## src/sv/trs_transform_matrix_builder_unit_assert.svh

```systemverilog
// Assertion macros for the transform matrix builder.
`ifndef TRS_TRANSFORM_MATRIX_BUILDER_UNIT_ASSERT_SVH
`define TRS_TRANSFORM_MATRIX_BUILDER_UNIT_ASSERT_SVH
`ifndef SYNTHESIS
`define TRS_ASSERT_SAME(lbl, ante, cons) \
    lbl: assert property (@(posedge clk) disable iff (!rst_n) (ante) |-> (cons)) \
        else $error("assertion failed: same-cycle implication");
`define TRS_ASSERT_NEXT(lbl, ante, cons) \
    lbl: assert property (@(posedge clk) disable iff (!rst_n) (ante) |=> (cons)) \
        else $error("assertion failed: next-cycle implication");
`else
`define TRS_ASSERT_SAME(lbl, ante, cons)
`define TRS_ASSERT_NEXT(lbl, ante, cons)
`endif
`endif

```

## src/sv/trs_pkg.sv

```systemverilog
// Shared types, constants and arithmetic helpers of the transform matrix builder.
package trs_pkg;
    localparam int AngW   = 16;
    localparam int CordW  = 20;
    localparam int TrigW  = 18;
    localparam int ProdW  = 36;
    localparam int SumW   = 52;
    localparam int EntW   = 20;
    localparam int OutW   = 16;
    localparam int PosW   = 32;
    localparam int Steps  = 16;
    localparam int Lanes  = 3;
    localparam int Ents   = 9;

    localparam logic signed [CordW-1:0] QPi     = 20'sd205887;
    localparam logic signed [CordW-1:0] QTwoPi  = 20'sd411775;
    localparam logic signed [CordW-1:0] QHalfPi = 20'sd102944;
    localparam logic signed [CordW-1:0] QGain   = 20'sd39797;
    localparam logic signed [CordW-1:0] QOne    = 20'sd65536;
    localparam logic signed [OutW-1:0]  OutMax  = 16'sh7fff;
    localparam logic signed [OutW-1:0]  OutMin  = 16'sh8000;

    typedef struct packed {
        logic signed [CordW-1:0] x;
        logic signed [CordW-1:0] y;
        logic signed [CordW-1:0] z;
        logic                    flip;
    } lane_t;

    typedef struct packed {
        logic signed [AngW-1:0] scale_x;
        logic signed [AngW-1:0] scale_y;
        logic signed [AngW-1:0] scale_z;
        logic signed [PosW-1:0] pos_x;
        logic signed [PosW-1:0] pos_y;
        logic signed [PosW-1:0] pos_z;
    } side_t;

    function automatic logic signed [CordW-1:0] atan_step(input int i);
        logic signed [CordW-1:0] a;
        case (i)
            0:       a = 20'sd51472;
            1:       a = 20'sd30386;
            2:       a = 20'sd16055;
            3:       a = 20'sd8150;
            4:       a = 20'sd4091;
            5:       a = 20'sd2047;
            6:       a = 20'sd1024;
            7:       a = 20'sd512;
            8:       a = 20'sd256;
            9:       a = 20'sd128;
            10:      a = 20'sd64;
            11:      a = 20'sd32;
            12:      a = 20'sd16;
            13:      a = 20'sd8;
            14:      a = 20'sd4;
            15:      a = 20'sd2;
            default: a = 20'sd0;
        endcase
        return a;
    endfunction

    function automatic lane_t reduce_angle(input logic signed [AngW-1:0] ang);
        lane_t l;
        logic signed [CordW-1:0] z;
        z = {ang, 4'b0000};
        if (z > QPi) z = z - QTwoPi;
        if (z < -QPi) z = z + QTwoPi;
        l.flip = 1'b0;
        if (z > QHalfPi) begin
            z = QPi - z;
            l.flip = 1'b1;
        end else if (z < -QHalfPi) begin
            z = -QPi - z;
            l.flip = 1'b1;
        end
        l.x = QGain;
        l.y = '0;
        l.z = z;
        return l;
    endfunction

    function automatic logic signed [TrigW-1:0] clamp_trig(input logic signed [CordW-1:0] v);
        logic signed [TrigW-1:0] r;
        if (v > QOne) r = QOne[TrigW-1:0];
        else if (v < -QOne) r = 18'sh30000;
        else r = v[TrigW-1:0];
        return r;
    endfunction

    function automatic logic signed [OutW-1:0] sat_out(input logic signed [EntW-1:0] v);
        logic signed [OutW-1:0] r;
        if (v > EntW'(OutMax)) r = OutMax;
        else if (v < EntW'(OutMin)) r = OutMin;
        else r = v[OutW-1:0];
        return r;
    endfunction
endpackage

```

## src/sv/trs_cordic_cell.sv

```systemverilog
// One CORDIC iteration applied to all three angle lanes, with the side payload alongside.
module trs_cordic_cell
    import trs_pkg::*;
#(
    parameter int Step = 0
)(
    input  logic                clk,
    input  logic                rst_n,
    input  logic                en,
    input  logic                in_valid,
    input  lane_t [Lanes-1:0]   in_lane,
    input  side_t               in_side,
    output logic                out_valid,
    output lane_t [Lanes-1:0]   out_lane,
    output side_t               out_side
);
    logic              valid_reg;
    lane_t [Lanes-1:0] lane_reg, lane_next;
    side_t             side_reg;

    always_comb
    begin
        for (int k = 0; k < Lanes; k++) begin
            lane_next[k].flip = in_lane[k].flip;
            if (!in_lane[k].z[CordW-1]) begin
                lane_next[k].x = in_lane[k].x - (in_lane[k].y >>> Step);
                lane_next[k].y = in_lane[k].y + (in_lane[k].x >>> Step);
                lane_next[k].z = in_lane[k].z - atan_step(Step);
            end else begin
                lane_next[k].x = in_lane[k].x + (in_lane[k].y >>> Step);
                lane_next[k].y = in_lane[k].y - (in_lane[k].x >>> Step);
                lane_next[k].z = in_lane[k].z + atan_step(Step);
            end
        end
    end

    always_ff @(posedge clk or negedge rst_n)
    begin
        if (!rst_n) valid_reg <= 1'b0;
        else if (en) valid_reg <= in_valid;
    end

    always_ff @(posedge clk)
    begin
        if (en) begin
            lane_reg <= lane_next;
            side_reg <= in_side;
        end
    end

    assign out_valid = valid_reg;
    assign out_lane  = lane_reg;
    assign out_side  = side_reg;
endmodule

```

## config.mk

```make
export PLATFORM = sky130hd
export DESIGN_NAME = trs_cordic_cell
export DESIGN_NICKNAME = d
export VERILOG_FILES = /design/src/sv/trs_transform_matrix_builder_unit_assert.svh /design/src/sv/trs_pkg.sv /design/src/sv/trs_cordic_cell.sv
export SDC_FILE = /design/constraint.sdc
export NUM_CORES = 1
export LEC_CHECK = 0
export BUFFER_PORTS_ARGS = -buffer_cell sky130_fd_sc_hd__buf_2
export CORE_AREA = 5 5 253 255
export CTS_BUF_LIST = sky130_fd_sc_hd__clkbuf_2 sky130_fd_sc_hd__clkbuf_4 sky130_fd_sc_hd__clkbuf_8
export CTS_CLUSTER_SIZE = 40
export DETAILED_ROUTE_END_ITERATION = 6
export DIE_AREA = 0 0 258 260
export HOLD_SLACK_MARGIN = 0.1
export PLACE_DENSITY = 0.56
export SETUP_SLACK_MARGIN = 0.02
export SYNTH_ARGS = -nofsm -noshare
export SYNTH_HDL_FRONTEND = slang
export SYNTH_SLANG_ARGS = --single-unit
export TNS_END_PERCENT = 5
```

## constraint.sdc

```tcl
create_clock -name clk -period 0.8 [get_ports clk]
set_input_delay 0 -clock clk [delete_from_list [all_inputs] [get_ports clk]]
set_output_delay 0 -clock clk [all_outputs]
set_load 0.01 [all_outputs]
```

Yosys cells after proc, flatten, opt, wreduce, memory -nomap -nowiden
Cells that the tools add are included.
- $add $sub $neg: 15
- mux-type cells: 3
- operators with widths (cell ; count):
    two-way mux 60 bit ; 3
    subtractor 20 bit ; 6
    adder 20 x 17 -> 20 bit (second input constant) ; 3
    adder 20 bit ; 3
    subtractor 20 x 17 -> 20 bit (second input constant) ; 3
- register bits after elaboration: 328
- output and inout port bits: 328

Longest topological paths before layout
- depth in word-level cells: 2
- mapped depth: 12
- depth with buffers taken out: 11

Worst setup path before layout
OpenSTA, ideal clock, no wires.
- path type: input port to flip-flop
- start point: input in_lane[81] in the netlist's numbering
- end point: register lane_reg, in the netlist out_lane[80] (data pin)
- arrival time: 2.295 ns
- setup slack: -1.761 ns
- buffers on the path: 2
- setup time: 0.266 ns
- stages: 12
- path through: clkbuf_1 inv_1 clkbuf_1 ha_1 a21o_1 a21oi_1 o21a_1 o21bai_1 nand2_1 a21boi_0 o41ai_1 xnor2_1
- RTL lines (item ; line ; RTL):
    from (decl) ; trs_cordic_cell.sv:11 ; input lane_t [Lanes-1:0] in_lane,
    to (signal assigned) ; trs_cordic_cell.sv:46 ; lane_reg <= lane_next;
    to (decl) ; trs_cordic_cell.sv:18 ; lane_t [Lanes-1:0] lane_reg, lane_next;

==> flow_summary.ini <==
[outcome]
status = finished, violations left
failed_checks = negative hold slack, negative setup slack

[placement]
gp_congestion = 0.995
dp_hpwl_um = 74500
place_area_sq_um = 28800
portBuffers = 658
placed_cells_incl_taps = 3801
pre_cts_ws_ns = -1.85

[floorplan]
rows = 91
die_h_um = 260
core-area_sq_um = 61400
die_x_um = 258
io_pins = 659
die_area_sq_um = 67100
initial_utilization_pct = 33.3

[logic_synthesis]
async_flop_share_pct = 0.308
synth_area_leader_cell = edfxtp_1
synth_most_common_cell = edfxtp_1
ys_warn_count = 0
synth-seq-cells = 325
ys_seq_area_share_pct = 47.8
synth-edff-count = 324
synth_top_cells_by_count = edfxtp_1 (324), ha_1 (213), a21oi_1 (182)
synth-main-ff-cell = edfxtp_1
synth_top_area_share_pct = 47.6
synthDistinctLibCells = 83
synth_area_sq_um = 20400
synthTopCellsByArea = edfxtp_1 (48%), ha_1 (13%), xnor2_1 (4.9%)
netlist_instances = 1876
synth_fp_nets = 2432
avgSynthCellArea_sq_um = 10.9

[sta]
setup_violations = 493
finalCritPeriodShare_pct = 210
finClkSkew_ns = 0
rsz0062_at_grt = yes
setup_tns_ns = -196.88
max_freq_mhz = 595
finalCriticalPeriod_ns = 1.68
fin_ws_ns = -0.882
timing.hold.ws_ns = -0.181
drv_slew = 0
worst_pin_slew_ns = 0.639
hold_viol = 34
maxSlewHeadroom_pct = 57.4

[global_route]
antenna_found_initial = 28
grt_use_total_pct = 27.1
grt_overflow = 0
grt_max_degree = 52
grt_pass1_vias = 21868
grt_pass1_wl_um = 138000

[drt]
drt_iter0_drc = 1373
vias_per_cell = 4.97
ant_nets = 0
dr.pass1.iters = 5
vias = 21302
remaining_drc_errors = 0
avgRoutedWirePerCell_um = 22.5
routed_wl_um = 96600

[power]
clockPowerShare_pct = 30.3
switching_share_pct = 32.1
p_int_uw = 43400
vdd_ir_drop_max_uv = 1060
p_comb_share_pct = 34.7
p_sw_uw = 20500
power.density_nw_per_um2 = 1750
seq_power_share_pct = 35.0
p_leak_uw = 0.0166

[cts]
cts_tree = done
clk_latency_ns = 0.65
clkSinkCount = 325
cts_made_buffers = 66
cts_root_buffer = clkbuf_8
clockBufferDepth = 3
h-tree-depth = 3
path_clk_slew_ns = 0.06

[final_layout]
final_cell_count_no_fill = 4284
layout-drive-gt1-share_pct = 51.6
area_growth_syn_to_layout_pct = 78.8
fin_nets = 3985
fin_area_sq_um = 36500
multi_input_area_sq_um = 12000
ff_latch_area_sq_um = 9750
fill_cells = 5054
final_util_pct = 59.5

[critical_path]
crit_type = in -> reg
cp.arrival_ns = 2.07
required_ns = 1.18
critPathLaunchType = input pin
worstSetupEndpointType = flip-flop
crit_fanout = 3

[job]
cap_violations = 0

[worst_hold_path]
hold_class = in -> reg
[logic make-up (layout without fill, tap and decap cells)]
logic type	count (synthesis)	count (layout)	synth area share (%)
other	0	13	0
buffers and inverters	251	1856	4.91
AND/OR/NAND/NOR	370	370	8.83
adder cells (fa/ha/maj)	225	225	14.2
multiplexers	27	27	1.33
flip-flops	325	325	47.8
XOR/XNOR	149	149	6.39
AO/OA/AOI/OAI	529	529	16.6
[critical path: stages]
cell and delay [ns]:
buf_8 0.10, inv_4 0.04, ha_4 0.25, a21oi_4 0.13, nor3b_4 0.27, a21oi_4 0.10
a221o_1 0.36, a221o_1 0.34, a21oi_2 0.20, mux2i_1 0.12, xor2_1 0.16
[stage by stage]
step | total power [uW] | hold WS (ns)
2_1_floorplan | 30300 | -0.296
5_1_grt | 66800 | -0.210
3_3_place_gp | 39900 | -0.224
4_1_cts | 62600 | -0.238
6_report | 63900 | -0.181
3_5_place_dp | 40100 | -0.223
[routing by layer]
metal	wire length (um)	track usage (%)	up-vias
met5	82	0	-
met4	4060	11.1	14
met3	6210	5.93	183
met2	47200	46.3	783
met1	39000	33.3	10420
li1	-	-	9902
[repair_timing]
action | CTS | global route
endpoints found under the setup margin | 469 | 570
hold buffers | 281 | 6
buffers inserted | 29 | 40
endpoints found under the hold margin | 611 | 123
pin swaps | 140 | 146
gates resized for setup | 405 | 353
[worst paths after layout]
kind | depth (start not counted) | from | slack, ns | endpoint
min in group asynchronous | 3 | rst_n | 0.17 | out_valid
worst min register to register | 1 | out_valid | 0.53 | out_valid
worst max register to register | 1 | out_valid | 0.04 | out_valid
max in group asynchronous | 3 | rst_n | 0.53 | out_valid
worst min-delay path | 2 | in_lane[127] | -0.18 | out_lane[128]
worst max-delay path | 11 | in_lane[86] | -0.88 | out_lane[96]
[layout make-up]
type,instances,area share (%)
antenna,13,0.0891
clock buffer,77,2.73
clock inverter,43,1.20
inverter,182,2.11
multi-input combinational,1300,32.9
sequential,325,26.7
tap,790,2.71
timing repair buffer,1554,31.5
[power by group through the flow]
stage | Sequential (uW) | Clock, uW | Combinational, uW
floorplan | 23500 | 0 | 6790
global placement | 22500 | 0 | 17400
detailed placement | 22500 | 0 | 17500
CTS | 22300 | 19800 | 20500
global route | 22500 | 20700 | 23600
finish | 22300 | 19400 | 22200
[placed cells by master, fill, tap and decap left out, drive strengths merged, types with 52 or more instances in the layout]
master	count
edfxtp	324
dlygate4sd3	217
o21ai	111
nor2	131
xnor2	115
a21oi	185
nand2	58
inv	182
clkbuf	77
a21o	52
ha	213
buf	1309
[sequential cells by signal (all words and copies together), names as in the netlist]
name       flops
out_lane     180
out_side     144
out_valid      1
No activity file was read; power rests on OpenSTA's default activity.
